### src/hdl/color_ramp_interpolator_assert.svh
`ifndef COLOR_RAMP_INTERPOLATOR_ASSERT_SVH
`define COLOR_RAMP_INTERPOLATOR_ASSERT_SVH

// Checks that a condition in the same cycle implies another one.
`define CRI_ASSERT_IMPL(label, ante, cons) \
    label: assert property (@(posedge clk) disable iff (!rst_n) (ante) |-> (cons)) \
        else $error("color ramp assertion failed");

// Checks that a condition implies another one in the next cycle.
`define CRI_ASSERT_NEXT(label, ante, cons) \
    label: assert property (@(posedge clk) disable iff (!rst_n) (ante) |=> (cons)) \
        else $error("color ramp assertion failed");

`endif

### src/hdl/cri_pkg.sv
package cri_pkg;

    localparam int DEF_MAX_STOPS     = 16;
    localparam int DEF_VALUE_BITS    = 16;
    localparam int DEF_FRACTION_BITS = 8;

    localparam int COLOR_BITS     = 24;
    localparam int CHAN_BITS      = 8;
    localparam int INDEX_BITS     = 4;
    localparam int COUNT_BITS     = 5;
    localparam int CFG_INDEX_BITS = 4;
    localparam int OUT_BITS       = 4 * CHAN_BITS;

    localparam logic [CHAN_BITS-1:0] FULL_ALPHA = 8'd255;

    localparam logic OP_WRITE  = 1'b0;
    localparam logic OP_LOOKUP = 1'b1;

    localparam logic [1:0] STATUS_INSIDE  = 2'd0;
    localparam logic [1:0] STATUS_BELOW   = 2'd1;
    localparam logic [1:0] STATUS_ABOVE   = 2'd2;
    localparam logic [1:0] STATUS_INVALID = 2'd3;

    localparam logic [1:0] MODE_END_STOPS = 2'd0;
    localparam logic [1:0] MODE_FALLBACK  = 2'd1;
    localparam logic [1:0] MODE_OWN       = 2'd2;

    localparam logic [CFG_INDEX_BITS-1:0] REG_LOWEST       = 4'd0;
    localparam logic [CFG_INDEX_BITS-1:0] REG_HIGHEST      = 4'd1;
    localparam logic [CFG_INDEX_BITS-1:0] REG_STOP_COUNT   = 4'd2;
    localparam logic [CFG_INDEX_BITS-1:0] REG_OUTSIDE_MODE = 4'd3;
    localparam logic [CFG_INDEX_BITS-1:0] REG_BELOW_COLOR  = 4'd4;
    localparam logic [CFG_INDEX_BITS-1:0] REG_ABOVE_COLOR  = 4'd5;
    localparam logic [CFG_INDEX_BITS-1:0] REG_FALLBACK     = 4'd6;
    localparam logic [CFG_INDEX_BITS-1:0] REG_TRANSPARENCY = 4'd7;

    localparam int                    RST_LOWEST       = 0;
    localparam int                    RST_HIGHEST      = 256;
    localparam logic [COUNT_BITS-1:0] RST_STOP_COUNT   = 5'd2;
    localparam logic [COLOR_BITS-1:0] RST_BELOW_COLOR  = 24'hFFFFFF;
    localparam logic [COLOR_BITS-1:0] RST_ABOVE_COLOR  = 24'hFF0000;
    localparam logic [COLOR_BITS-1:0] RST_FALLBACK     = 24'hFFFFFF;
    localparam logic [CHAN_BITS-1:0]  RST_TRANSPARENCY = 8'd0;

endpackage

### src/hdl/cri_divider.sv
module cri_divider
    import cri_pkg::*;
#(
    parameter int VALUE_BITS    = DEF_VALUE_BITS,
    parameter int STOP_BITS     = 4,
    parameter int FRACTION_BITS = DEF_FRACTION_BITS,
    parameter int SIDE_BITS     = 1
)
(
    input  logic                                clk,
    input  logic                                rst_n,
    input  logic                                in_valid,
    output logic                                in_ready,
    input  logic [VALUE_BITS+STOP_BITS-1:0]     in_num,
    input  logic [VALUE_BITS-1:0]               in_den,
    input  logic [SIDE_BITS-1:0]                in_side,
    output logic                                out_valid,
    input  logic                                out_ready,
    output logic [STOP_BITS+FRACTION_BITS-1:0]  out_quot,
    output logic [SIDE_BITS-1:0]                out_side
);

    localparam int QB = STOP_BITS + FRACTION_BITS;

    // The dividend is in_num scaled by the fraction; its top bits start as the
    // remainder, and each stage produces one quotient bit.
    logic [VALUE_BITS-1:0] rem_reg  [QB];
    logic [QB-1:0]         quo_reg  [QB];
    logic [SIDE_BITS-1:0]  side_reg [QB];
    logic [QB-1:0]         vld_reg;
    logic [QB:0]           rdy;

    assign rdy[QB]   = out_ready;
    assign in_ready  = rdy[0];
    assign out_valid = vld_reg[QB-1];
    assign out_quot  = quo_reg[QB-1];
    assign out_side  = side_reg[QB-1];

    for (genvar k = 0; k < QB; k++) begin : g_stage
        logic [VALUE_BITS-1:0] rem_in;
        logic [QB-1:0]         quo_in;
        logic [SIDE_BITS-1:0]  side_in;
        logic                  vld_in;
        logic [VALUE_BITS:0]   trial;
        logic [VALUE_BITS:0]   diff;
        logic                  fits;
        logic [VALUE_BITS-1:0] rem_next;
        logic [QB-1:0]         quo_next;

        if (k == 0) begin : g_first
            assign rem_in  = in_num[VALUE_BITS+STOP_BITS-1:STOP_BITS];
            assign quo_in  = {in_num[STOP_BITS-1:0], {FRACTION_BITS{1'b0}}};
            assign side_in = in_side;
            assign vld_in  = in_valid;
        end
        else begin : g_next
            assign rem_in  = rem_reg[k-1];
            assign quo_in  = quo_reg[k-1];
            assign side_in = side_reg[k-1];
            assign vld_in  = vld_reg[k-1];
        end

        assign rdy[k] = !vld_reg[k] || rdy[k+1];

        always_comb
        begin
            trial    = {rem_in, quo_in[QB-1]};
            diff     = trial - {1'b0, in_den};
            fits     = trial >= {1'b0, in_den};
            rem_next = fits ? diff[VALUE_BITS-1:0] : trial[VALUE_BITS-1:0];
            quo_next = {quo_in[QB-2:0], fits};
        end

        always_ff @(posedge clk or negedge rst_n)
        begin
            if (!rst_n)
            begin
                vld_reg[k] <= 1'b0;
            end
            else if (rdy[k])
            begin
                vld_reg[k] <= vld_in;
            end
        end

        always_ff @(posedge clk)
        begin
            if (rdy[k] && vld_in)
            begin
                rem_reg[k]  <= rem_next;
                quo_reg[k]  <= quo_next;
                side_reg[k] <= side_in;
            end
        end
    end

endmodule

### src/hdl/color_ramp_interpolator.sv
// Color ramp lookup: a lookup item maps a signed fixed-point sample onto a ramp of evenly
// spaced RGB stops and gives one result item, and a write item stores one stop and gives
// none. The block takes one item in every cycle while the output is not stalled. Its
// pipeline is the classify and multiply stages, the restoring divider, which resolves
// one quotient bit per pipeline stage and whose STOP_BITS is the address width of the
// stop table, and the stop table read and blend stages. Stalls on the output are absorbed
// by empty stages before the input is held off. Configuration writes are taken in any
// cycle but must only be made while no item is in flight.
module color_ramp_interpolator
    import cri_pkg::*;
#(
    parameter int MAX_STOPS     = DEF_MAX_STOPS,
    parameter int VALUE_BITS    = DEF_VALUE_BITS,
    parameter int FRACTION_BITS = DEF_FRACTION_BITS,
    localparam int CFG_BITS = (VALUE_BITS > COLOR_BITS) ? VALUE_BITS : COLOR_BITS,
    localparam int IN_BITS  = ((INDEX_BITS + COLOR_BITS + VALUE_BITS + 7) / 8) * 8
)
(
    input  logic                      clk,
    input  logic                      rst_n,
    input  logic                      cfg_valid,
    output logic                      cfg_ready,
    input  logic [CFG_INDEX_BITS-1:0] cfg_index,
    input  logic [CFG_BITS-1:0]       cfg_data,
    input  logic                      s_tvalid,
    output logic                      s_tready,
    input  logic [IN_BITS-1:0]        s_tdata,  // stop_index, stop_color, sample_value
    input  logic                      s_tuser,  // operation
    output logic                      m_tvalid,
    input  logic                      m_tready,
    output logic [OUT_BITS-1:0]       m_tdata,  // red, green, blue, alpha
    output logic [1:0]                m_tuser   // range_status
);

`include "color_ramp_interpolator_assert.svh"

    localparam int SB         = $clog2(MAX_STOPS);
    localparam int QB         = SB + FRACTION_BITS;
    localparam int CNT_BITS   = (SB + 1 > COUNT_BITS) ? SB + 1 : COUNT_BITS;
    localparam int IDX_EXT    = SB + INDEX_BITS;
    localparam int COLOR_LSB  = INDEX_BITS;
    localparam int SAMPLE_LSB = INDEX_BITS + COLOR_BITS;
    localparam int BW         = CHAN_BITS + FRACTION_BITS + 2;

    typedef struct packed {
        logic                  lookup;
        logic                  wr_en;
        logic [SB-1:0]         addr;
        logic [COLOR_BITS-1:0] color;
        logic [1:0]            status;
        logic [SB-1:0]         n;
    } side_t;

    localparam int SIDE_BITS = $bits(side_t);

    logic [VALUE_BITS-1:0] lowest_reg;
    logic [VALUE_BITS-1:0] highest_reg;
    logic [VALUE_BITS-1:0] range_reg;
    logic [COUNT_BITS-1:0] stop_count_reg;
    logic [1:0]            outside_mode_reg;
    logic [COLOR_BITS-1:0] below_color_reg;
    logic [COLOR_BITS-1:0] above_color_reg;
    logic [COLOR_BITS-1:0] fallback_reg;
    logic [CHAN_BITS-1:0]  transparency_reg;

    assign cfg_ready = 1'b1;

    always_ff @(posedge clk or negedge rst_n)
    begin
        if (!rst_n)
        begin
            lowest_reg       <= VALUE_BITS'(RST_LOWEST);
            highest_reg      <= VALUE_BITS'(RST_HIGHEST);
            range_reg        <= VALUE_BITS'(RST_HIGHEST - RST_LOWEST);
            stop_count_reg   <= RST_STOP_COUNT;
            outside_mode_reg <= MODE_END_STOPS;
            below_color_reg  <= RST_BELOW_COLOR;
            above_color_reg  <= RST_ABOVE_COLOR;
            fallback_reg     <= RST_FALLBACK;
            transparency_reg <= RST_TRANSPARENCY;
        end
        else
        begin
            range_reg <= highest_reg - lowest_reg;
            if (cfg_valid)
            begin
                unique case (cfg_index)
                    REG_LOWEST:       lowest_reg       <= cfg_data[VALUE_BITS-1:0];
                    REG_HIGHEST:      highest_reg      <= cfg_data[VALUE_BITS-1:0];
                    REG_STOP_COUNT:   stop_count_reg   <= cfg_data[COUNT_BITS-1:0];
                    REG_OUTSIDE_MODE: outside_mode_reg <= cfg_data[1:0];
                    REG_BELOW_COLOR:  below_color_reg  <= cfg_data[COLOR_BITS-1:0];
                    REG_ABOVE_COLOR:  above_color_reg  <= cfg_data[COLOR_BITS-1:0];
                    REG_FALLBACK:     fallback_reg     <= cfg_data[COLOR_BITS-1:0];
                    REG_TRANSPARENCY: transparency_reg <= cfg_data[CHAN_BITS-1:0];
                    default:          ;
                endcase
            end
        end
    end

    // Classify stage.
    logic                  rdy_0;
    logic                  rdy_1;
    logic                  rdy_m;
    logic                  rdy_o;
    logic                  p0_vld_reg;
    side_t                 p0_side_reg;
    logic [VALUE_BITS-1:0] p0_d_reg;
    side_t                 p0_side_next;
    logic [VALUE_BITS-1:0] p0_d_next;
    logic [CNT_BITS-1:0]   cnt_ext;
    logic [CNT_BITS-1:0]   cnt_clamp;
    logic                  setup_bad;
    logic [VALUE_BITS-1:0] sample;
    logic [VALUE_BITS:0]   sample_diff;
    logic [IDX_EXT-1:0]    idx_ext;

    always_comb
    begin
        cnt_ext     = CNT_BITS'(stop_count_reg);
        cnt_clamp   = (cnt_ext > CNT_BITS'(MAX_STOPS)) ? CNT_BITS'(MAX_STOPS) : cnt_ext;
        setup_bad   = (cnt_clamp < CNT_BITS'(2))
                   || ($signed(highest_reg) <= $signed(lowest_reg));
        sample      = s_tdata[SAMPLE_LSB +: VALUE_BITS];
        sample_diff = {sample[VALUE_BITS-1], sample}
                    - {lowest_reg[VALUE_BITS-1], lowest_reg};
        idx_ext     = IDX_EXT'(s_tdata[INDEX_BITS-1:0]);

        p0_side_next.lookup = (s_tuser == OP_LOOKUP);
        p0_side_next.wr_en  = (s_tuser == OP_WRITE) && (idx_ext < IDX_EXT'(MAX_STOPS));
        p0_side_next.addr   = idx_ext[SB-1:0];
        p0_side_next.color  = s_tdata[COLOR_LSB +: COLOR_BITS];
        p0_side_next.n      = SB'(cnt_clamp - CNT_BITS'(1));
        if (setup_bad)
        begin
            p0_side_next.status = STATUS_INVALID;
        end
        else if ($signed(sample) < $signed(lowest_reg))
        begin
            p0_side_next.status = STATUS_BELOW;
        end
        else if ($signed(sample) > $signed(highest_reg))
        begin
            p0_side_next.status = STATUS_ABOVE;
        end
        else
        begin
            p0_side_next.status = STATUS_INSIDE;
        end
        p0_d_next = sample_diff[VALUE_BITS-1:0];
    end

    assign rdy_0    = !p0_vld_reg || rdy_1;
    assign s_tready = rdy_0;

    // Multiply stage.
    logic                     p1_vld_reg;
    side_t                    p1_side_reg;
    logic [VALUE_BITS+SB-1:0] p1_prod_reg;
    logic [VALUE_BITS+SB-1:0] p1_prod_next;
    logic                     div_in_ready;

    assign p1_prod_next = (VALUE_BITS+SB)'(p0_d_reg) * (VALUE_BITS+SB)'(p0_side_reg.n);
    assign rdy_1        = !p1_vld_reg || div_in_ready;

    always_ff @(posedge clk or negedge rst_n)
    begin
        if (!rst_n)
        begin
            p0_vld_reg <= 1'b0;
            p1_vld_reg <= 1'b0;
        end
        else
        begin
            if (rdy_0)
            begin
                p0_vld_reg <= s_tvalid;
            end
            if (rdy_1)
            begin
                p1_vld_reg <= p0_vld_reg;
            end
        end
    end

    always_ff @(posedge clk)
    begin
        if (rdy_0 && s_tvalid)
        begin
            p0_side_reg <= p0_side_next;
            p0_d_reg    <= p0_d_next;
        end
        if (rdy_1 && p0_vld_reg)
        begin
            p1_side_reg <= p0_side_reg;
            p1_prod_reg <= p1_prod_next;
        end
    end

    // Divide stages.
    logic                 div_out_valid;
    logic [QB-1:0]        div_quot;
    logic [SIDE_BITS-1:0] div_side_bits;
    side_t                dv_side;

    cri_divider #(
        .VALUE_BITS    (VALUE_BITS),
        .STOP_BITS     (SB),
        .FRACTION_BITS (FRACTION_BITS),
        .SIDE_BITS     (SIDE_BITS)
    ) u_divider (
        .clk       (clk),
        .rst_n     (rst_n),
        .in_valid  (p1_vld_reg),
        .in_ready  (div_in_ready),
        .in_num    (p1_prod_reg),
        .in_den    (range_reg),
        .in_side   (p1_side_reg),
        .out_valid (div_out_valid),
        .out_ready (rdy_m),
        .out_quot  (div_quot),
        .out_side  (div_side_bits)
    );

    assign dv_side = div_side_bits;

    // Stop table stage: writes land here so that they stay in order with lookups.
    logic [COLOR_BITS-1:0]    stop_mem [MAX_STOPS];
    logic                     pm_vld_reg;
    logic [COLOR_BITS-1:0]    pm_ca_reg;
    logic [COLOR_BITS-1:0]    pm_cb_reg;
    logic [FRACTION_BITS-1:0] pm_f_reg;
    logic [1:0]               pm_status_reg;
    logic [SB-1:0]            lo_raw;
    logic [SB-1:0]            lo_clamp;
    logic [SB-1:0]            hi_addr;
    logic [SB-1:0]            rd_addr_next;
    logic [FRACTION_BITS-1:0] pm_f_next;
    logic                     pm_load;

    always_comb
    begin
        lo_raw   = div_quot[QB-1:FRACTION_BITS];
        lo_clamp = (lo_raw > dv_side.n) ? dv_side.n : lo_raw;
        hi_addr  = (lo_clamp < dv_side.n) ? lo_clamp + SB'(1) : lo_clamp;
        case (dv_side.status)
            STATUS_BELOW: rd_addr_next = '0;
            STATUS_ABOVE: rd_addr_next = dv_side.n;
            default:      rd_addr_next = lo_clamp;
        endcase
        pm_f_next = (dv_side.status == STATUS_INSIDE) ? div_quot[FRACTION_BITS-1:0] : '0;
    end

    assign rdy_m   = !pm_vld_reg || rdy_o;
    assign pm_load = rdy_m && div_out_valid;

    always_ff @(posedge clk)
    begin
        if (pm_load)
        begin
            if (dv_side.wr_en)
            begin
                stop_mem[dv_side.addr] <= dv_side.color;
            end
            pm_ca_reg     <= stop_mem[rd_addr_next];
            pm_cb_reg     <= stop_mem[hi_addr];
            pm_f_reg      <= pm_f_next;
            pm_status_reg <= dv_side.status;
        end
    end

    // Blend and output stage.
    logic                  po_vld_reg;
    logic [COLOR_BITS-1:0] po_rgb_reg;
    logic [CHAN_BITS-1:0]  po_alpha_reg;
    logic [1:0]            po_status_reg;
    logic [COLOR_BITS-1:0] blend_rgb;
    logic [COLOR_BITS-1:0] po_rgb_next;
    logic [BW-1:0]         ca_w;
    logic [BW-1:0]         cb_w;
    logic [BW-1:0]         f_w;
    logic [BW-1:0]         mix;

    always_comb
    begin
        blend_rgb = '0;
        f_w       = BW'(pm_f_reg);
        ca_w      = '0;
        cb_w      = '0;
        mix       = '0;
        for (int ch = 0; ch < 3; ch++)
        begin
            ca_w = BW'(pm_ca_reg[ch*CHAN_BITS +: CHAN_BITS]);
            cb_w = BW'(pm_cb_reg[ch*CHAN_BITS +: CHAN_BITS]);
            mix  = ca_w * ((BW'(1) << FRACTION_BITS) - f_w) + cb_w * f_w
                 + (BW'(1) << (FRACTION_BITS - 1));
            blend_rgb[ch*CHAN_BITS +: CHAN_BITS] = mix[FRACTION_BITS +: CHAN_BITS];
        end

        if (pm_status_reg == STATUS_INVALID)
        begin
            po_rgb_next = '0;
        end
        else if (pm_status_reg == STATUS_INSIDE)
        begin
            po_rgb_next = blend_rgb;
        end
        else
        begin
            case (outside_mode_reg)
                MODE_END_STOPS: po_rgb_next = blend_rgb;
                MODE_FALLBACK:  po_rgb_next = fallback_reg;
                default:        po_rgb_next = (pm_status_reg == STATUS_BELOW)
                                            ? below_color_reg : above_color_reg;
            endcase
        end
    end

    assign rdy_o = !po_vld_reg || m_tready;

    always_ff @(posedge clk or negedge rst_n)
    begin
        if (!rst_n)
        begin
            pm_vld_reg <= 1'b0;
            po_vld_reg <= 1'b0;
        end
        else
        begin
            if (rdy_m)
            begin
                pm_vld_reg <= div_out_valid && dv_side.lookup;
            end
            if (rdy_o)
            begin
                po_vld_reg <= pm_vld_reg;
            end
        end
    end

    always_ff @(posedge clk)
    begin
        if (rdy_o && pm_vld_reg)
        begin
            po_rgb_reg    <= po_rgb_next;
            po_alpha_reg  <= FULL_ALPHA - transparency_reg;
            po_status_reg <= pm_status_reg;
        end
    end

    assign m_tvalid = po_vld_reg;
    assign m_tdata  = {po_alpha_reg, po_rgb_reg[7:0], po_rgb_reg[15:8], po_rgb_reg[23:16]};
    assign m_tuser  = po_status_reg;

    `CRI_ASSERT_IMPL(a_invalid_black, m_tvalid && (m_tuser == STATUS_INVALID), m_tdata[23:0] == '0)
    `CRI_ASSERT_IMPL(a_alpha_tracks, m_tvalid, m_tdata[31:24] == FULL_ALPHA - transparency_reg)
    `CRI_ASSERT_IMPL(a_empty_out_ready, !m_tvalid, s_tready)
    `CRI_ASSERT_NEXT(a_write_silent, pm_load && !dv_side.lookup, !pm_vld_reg)

endmodule
### config.mk
export PLATFORM = sky130hd
export DESIGN_NAME = color_ramp_interpolator
export DESIGN_NICKNAME = d
export VERILOG_FILES = /design/src/hdl/cri_pkg.sv /design/src/hdl/cri_divider.sv /design/src/hdl/color_ramp_interpolator.sv
export VERILOG_INCLUDE_DIRS = /design/src /design/src/hdl
export SDC_FILE = /design/constraint.sdc
export NUM_CORES = 2
export LEC_CHECK = 0
export ABC_AREA = 1
export CAP_MARGIN = 20
export CORE_MARGIN = 3
export CORE_UTILIZATION = 31
export CTS_BUF_LIST = sky130_fd_sc_hd__clkbuf_8
export CTS_CLUSTER_DIAMETER = 100
export DETAILED_ROUTE_END_ITERATION = 12
export DONT_BUFFER_PORTS = 1
export PLACE_DENSITY_LB_ADDON = 0.1
export SETUP_SLACK_MARGIN = 0.1
export SLEW_MARGIN = 20
export SYNTH_ARGS = -nofsm -noshare
export SYNTH_HDL_FRONTEND = slang
export SYNTH_SLANG_ARGS = --single-unit
### constraint.sdc
create_clock -name clk -period 13.5 [get_ports clk]
set_input_delay 2.7 -clock clk [delete_from_list [all_inputs] [get_ports clk]]
set_output_delay 2.7 -clock clk [all_outputs]
set_load 0.02 [all_outputs]
==> results.md <==
* Height of the die at ~520 um
* Final hold vios at 0
* Gates resized, CTS repair at 0
* Routed WL at around 220 mm
* Worst hold margin at between 0.3 and 0.4 ns
* Average routed wire per standard cell at 19.3 um
* Buffer and inverter count on the worst path at 7
* Biggest fanout along the worst timing path at between 40 and 50
* Depth of the CTS H-tree at 5
* Clk_lat worst skew at about 0.9 ns
* Headroom to the max-slew limit at 0.239
* Number of instances in the synthesized netlist at 7920
* Classification of the worst-slack hold path: flop to flop
* Setup Crit Path Kind: flop to flop
* Synthesis-to-finish area growth at 11.0%
* Hold Path Sink: u_divider.side_reg[0][14]
* Cell count of the worst reg-to-reg path at 29
* FILL cells at approximately 26000
* Area enclosed by the die boundary at 0.267 sq mm
* Min-Delay Path Depth at 0
* Top cell type by total area after synthesis: sky130_fd_sc_hd__edfxtp_1
* CP arrival at approximately 8.6 ns
* Number of buffers added by the clock tree synthesis step at between 200 and 300
* First-pass detailed-route iteration total at 6
* Launch point of the worst reg-to-reg path: pm_f_reg[0]
* Number of nets at the end of the flow at ~8900
* Tmin final at about 8 ns
* Utilization after layout at 0.346
* Most prevalent standard cell on the critical path: sky130_fd_sc_hd__nand2_1
* Pins over their slew limit at 0
* Maximum buffer depth of the clock tree at 4
* Share of the yosys chip area belonging to registers at 0.521
* Vias at roughly 55000
* Kind of cell adding the most delay to the critical path: adder cells
* Maximum Capacitance Violations at 0
* Cell types occupying the most area after synthesis: sky130_fd_sc_hd__edfxtp_1, sky130_fd_sc_hd__fa_1, sky130_fd_sc_hd__ha_1, sky130_fd_sc_hd__nand2_1, sky130_fd_sc_hd__inv_1
* Top_reg_cell synth: sky130_fd_sc_hd__edfxtp_1
* Number of global-route vias before repair at ~57000
* Top achievable clock speed at approximately 130 MHz
* Net Count, Synth at between 8000 and 9000
* Width of the chip at roughly 520 um
* Summed negative setup slack over all endpoints at 0 ns
* Syn Area/Cell at around 10 sq um
* Detail-routed via count per cell at between 4 and 5
* Worst-margin pin slew at 1.14 ns
* Initial detailed-routing violation count at about 3400
* Starting density of the core at 0.312
* Setup slack of the most critical reg-to-reg path at about 5.6 ns
* Number of synthesized flops with an enable pin at 1276
* Run status: complete, no violations
* Final setup violation count at 0
* Post-cts hold buffer count at 0
* Placed wire-length estimate after detailed placement at roughly 150 mm
* Hold_sp: p1_side_reg[14]
* Synthesis-stage register bit count at roughly 1400
* Setup bufs post-CTS at 0
* I/O pin count at roughly 120
* CTS tree: done
* Area of the placeable core at approximately 0.26 sq mm
* Post-route DRC at 0
* Clock transition time at the flip-flop clock pins of the worst setup and hold paths at about 0.060 ns
* Layout Skew at 0.0739 ns
* Post-synthesis async set-or-reset flop share at 0.106
* Area of the mapped netlist at 0.0810 sq mm
* Share of cells above drive strength 1 at 0.0708
* Initial antenna violation count at 3
* Endpoint class of the critical path: flop
* Share of the clock period used by the worst path after layout at 0.584
* Sink Count at approximately 1400
* Number of nets with antenna violations after routing at 0
* Longest individual stage delay on the worst path at approximately 0.64 ns
* Library cell contributing the largest single delay on the critical path: sky130_fd_sc_hd__nand2_1
* Root buffer cell: sky130_fd_sc_hd__clkbuf_8
* Unique cell type count in the Yosys netlist at 53
* Overflow left after global routing at 0
* Rows at approximately 190
* Warnings, synthesis at 0
* Reg-to-reg endpoint: po_rgb_reg[13]
* Required time of the critical path at between 10 and 15 ns
* Maximum number of pins on one net before global-route repair at around 170
* Routability-driven placement congestion ratio at a little over 0.8
* IO buf count at 0
* First-pass GRT wire length at approximately 340 mm
* Number of flip-flops under the largest register name at 432
* Aggregate global-route resource usage at 0.167
* RSZ-0062 raised after global routing: no
* Setup crit start kind: flop
* Post-synth top area share at 0.473
cell families (layout without fill, tap and decap cells):
group,after synthesis,after routing,share of synthesized area
AOI/OAI and AO/OA,1087,1087,0.0780
xor gates and xnor gates,218,218,0.0237
adders and majority gates,816,816,0.158
buffers and inverters,1688,1948,0.0809
DFF,1427,1427,0.521
muxes,7,7,0.000973
other,1,2,0.0000463
and+or+nand+nor,2676,2676,0.138
how the worst max path moves through the flow:
| stage | start | end | cells past startpoint |
|---|---|---|---|
| global placement | pm_f_reg[0] | po_rgb_reg[6] | 27 |
| global route | pm_f_reg[0] | po_rgb_reg[13] | 29 |
| floorplan | m_tready | s_tready | 16 |
| finish | pm_f_reg[0] | po_rgb_reg[13] | 29 |
| detailed placement | pm_f_reg[0] | po_rgb_reg[6] | 27 |
| CTS | pm_f_reg[0] | po_rgb_reg[23] | 27 |
stage by stage:
stage                     instances  setup slack (ns)  area [sq um]
after floorplan                7920              6.61         81000
after global placement        11096              5.65         84800
after detailed placement      11096              5.68         84800
after CTS                     11581              5.61         89900
after global routing          11583              5.11         89900
final                         11583              5.62         89900
placed cells by master, fill, tap and decap left out, types with 5 or more instances in the layout:
master | netlist | routed
sky130_fd_sc_hd__nand2_1 | 1553 | 1551
sky130_fd_sc_hd__inv_1 | 1355 | 1446
sky130_fd_sc_hd__edfxtp_1 | 1276 | 1276
sky130_fd_sc_hd__nand3_1 | 723 | 722
sky130_fd_sc_hd__ha_1 | 475 | 475
sky130_fd_sc_hd__o21ai_0 | 418 | 418
sky130_fd_sc_hd__fa_1 | 341 | 341
sky130_fd_sc_hd__clkbuf_8 | 0 | 298
sky130_fd_sc_hd__a21oi_1 | 290 | 289
sky130_fd_sc_hd__nor2_1 | 303 | 279
sky130_fd_sc_hd__o211ai_1 | 200 | 200
sky130_fd_sc_hd__xor2_1 | 119 | 119
sky130_fd_sc_hd__xnor2_1 | 98 | 98
sky130_fd_sc_hd__dfrtp_1 | 92 | 92
sky130_fd_sc_hd__buf_4 | 7 | 88
sky130_fd_sc_hd__dfstp_2 | 59 | 59
sky130_fd_sc_hd__clkinv_1 | 3 | 50
sky130_fd_sc_hd__o21ai_1 | 42 | 42
sky130_fd_sc_hd__nor3_1 | 41 | 40
sky130_fd_sc_hd__a21o_1 | 30 | 30
sky130_fd_sc_hd__nor2_4 | 4 | 27
sky130_fd_sc_hd__nand4_1 | 26 | 26
sky130_fd_sc_hd__a31oi_1 | 25 | 25
sky130_fd_sc_hd__inv_2 | 15 | 24
sky130_fd_sc_hd__clkinv_2 | 0 | 20
sky130_fd_sc_hd__a21boi_0 | 13 | 13
sky130_fd_sc_hd__a211oi_1 | 12 | 12
sky130_fd_sc_hd__o21bai_1 | 10 | 10
sky130_fd_sc_hd__o2111ai_1 | 9 | 9
sky130_fd_sc_hd__clkinvlp_4 | 0 | 8
sky130_fd_sc_hd__a311oi_1 | 7 | 7
sky130_fd_sc_hd__mux2_2 | 7 | 7
sky130_fd_sc_hd__bufinv_16 | 0 | 7
sky130_fd_sc_hd__nor4_1 | 6 | 6
sky130_fd_sc_hd__nor2_2 | 5 | 6
sky130_fd_sc_hd__a221oi_1 | 6 | 6
sky130_fd_sc_hd__o41ai_1 | 5 | 5
sky130_fd_sc_hd__nand2_2 | 6 | 5
synthesized netlist by cell type (2+ instances only):
cell type / instances
sky130_fd_sc_hd__clkbuf_2: 13
sky130_fd_sc_hd__nor3_1: 41
sky130_fd_sc_hd__fa_1: 341
sky130_fd_sc_hd__nand2_2: 6
sky130_fd_sc_hd__nand3_2: 4
sky130_fd_sc_hd__edfxtp_1: 1276
sky130_fd_sc_hd__nand2_1: 1553
sky130_fd_sc_hd__ha_1: 475
sky130_fd_sc_hd__o21a_1: 4
sky130_fd_sc_hd__clkinv_1: 3
sky130_fd_sc_hd__dfrtp_1: 92
sky130_fd_sc_hd__nand3_1: 723
sky130_fd_sc_hd__xor2_1: 119
sky130_fd_sc_hd__a31oi_1: 25
sky130_fd_sc_hd__o41ai_1: 5
sky130_fd_sc_hd__o31ai_1: 4
sky130_fd_sc_hd__o21ai_2: 5
sky130_fd_sc_hd__buf_1: 16
sky130_fd_sc_hd__a21boi_0: 13
sky130_fd_sc_hd__clkbuf_1: 144
sky130_fd_sc_hd__o21ai_0: 418
sky130_fd_sc_hd__o2111ai_1: 9
sky130_fd_sc_hd__o21ai_1: 42
sky130_fd_sc_hd__a21o_1: 30
sky130_fd_sc_hd__nand4_1: 26
sky130_fd_sc_hd__inv_1: 1355
sky130_fd_sc_hd__nor2_4: 4
sky130_fd_sc_hd__o211ai_1: 200
sky130_fd_sc_hd__inv_2: 15
sky130_fd_sc_hd__o22ai_2: 2
sky130_fd_sc_hd__a221oi_1: 6
sky130_fd_sc_hd__nand3b_1: 2
sky130_fd_sc_hd__mux2_2: 7
sky130_fd_sc_hd__a211oi_1: 12
sky130_fd_sc_hd__a21oi_1: 290
sky130_fd_sc_hd__or2_2: 2
sky130_fd_sc_hd__a311oi_1: 7
sky130_fd_sc_hd__dfstp_2: 59
sky130_fd_sc_hd__buf_4: 7
sky130_fd_sc_hd__buf_2: 135
sky130_fd_sc_hd__xnor2_1: 98
sky130_fd_sc_hd__nor2_1: 303
sky130_fd_sc_hd__o21bai_1: 10
sky130_fd_sc_hd__nor2_2: 5
sky130_fd_sc_hd__nor4_1: 6
cell type report:
type / instances / area, sq um / area share
Multi-Input combinational cell: 4805 / 32500 / 0.362
Tap cell: 3402 / 4260 / 0.0473
Clock inverter: 187 / 972 / 0.0108
Sequential cell: 1427 / 42200 / 0.469
Inverter: 1373 / 5150 / 0.0573
Antenna cell: 1 / 2.50 / 0.0000278
Clock buffer: 298 / 4100 / 0.0456
Timing Repair Buffer: 90 / 708 / 0.00788
metal layers:
layer / wire length [um] / GRT usage / vias up
li1: - / - / 26526
met1: 99900 / 0.220 / 26781
met2: 107000 / 0.281 / 1247
met3: 9970 / 0.0251 / 394
met4: 6660 / 0.0518 / 0
met5: 0 / 0 / -
Power is left out: the tool's default activity adds up to more than one toggle a clock period on the data nets, which glitch-free logic cannot reach.
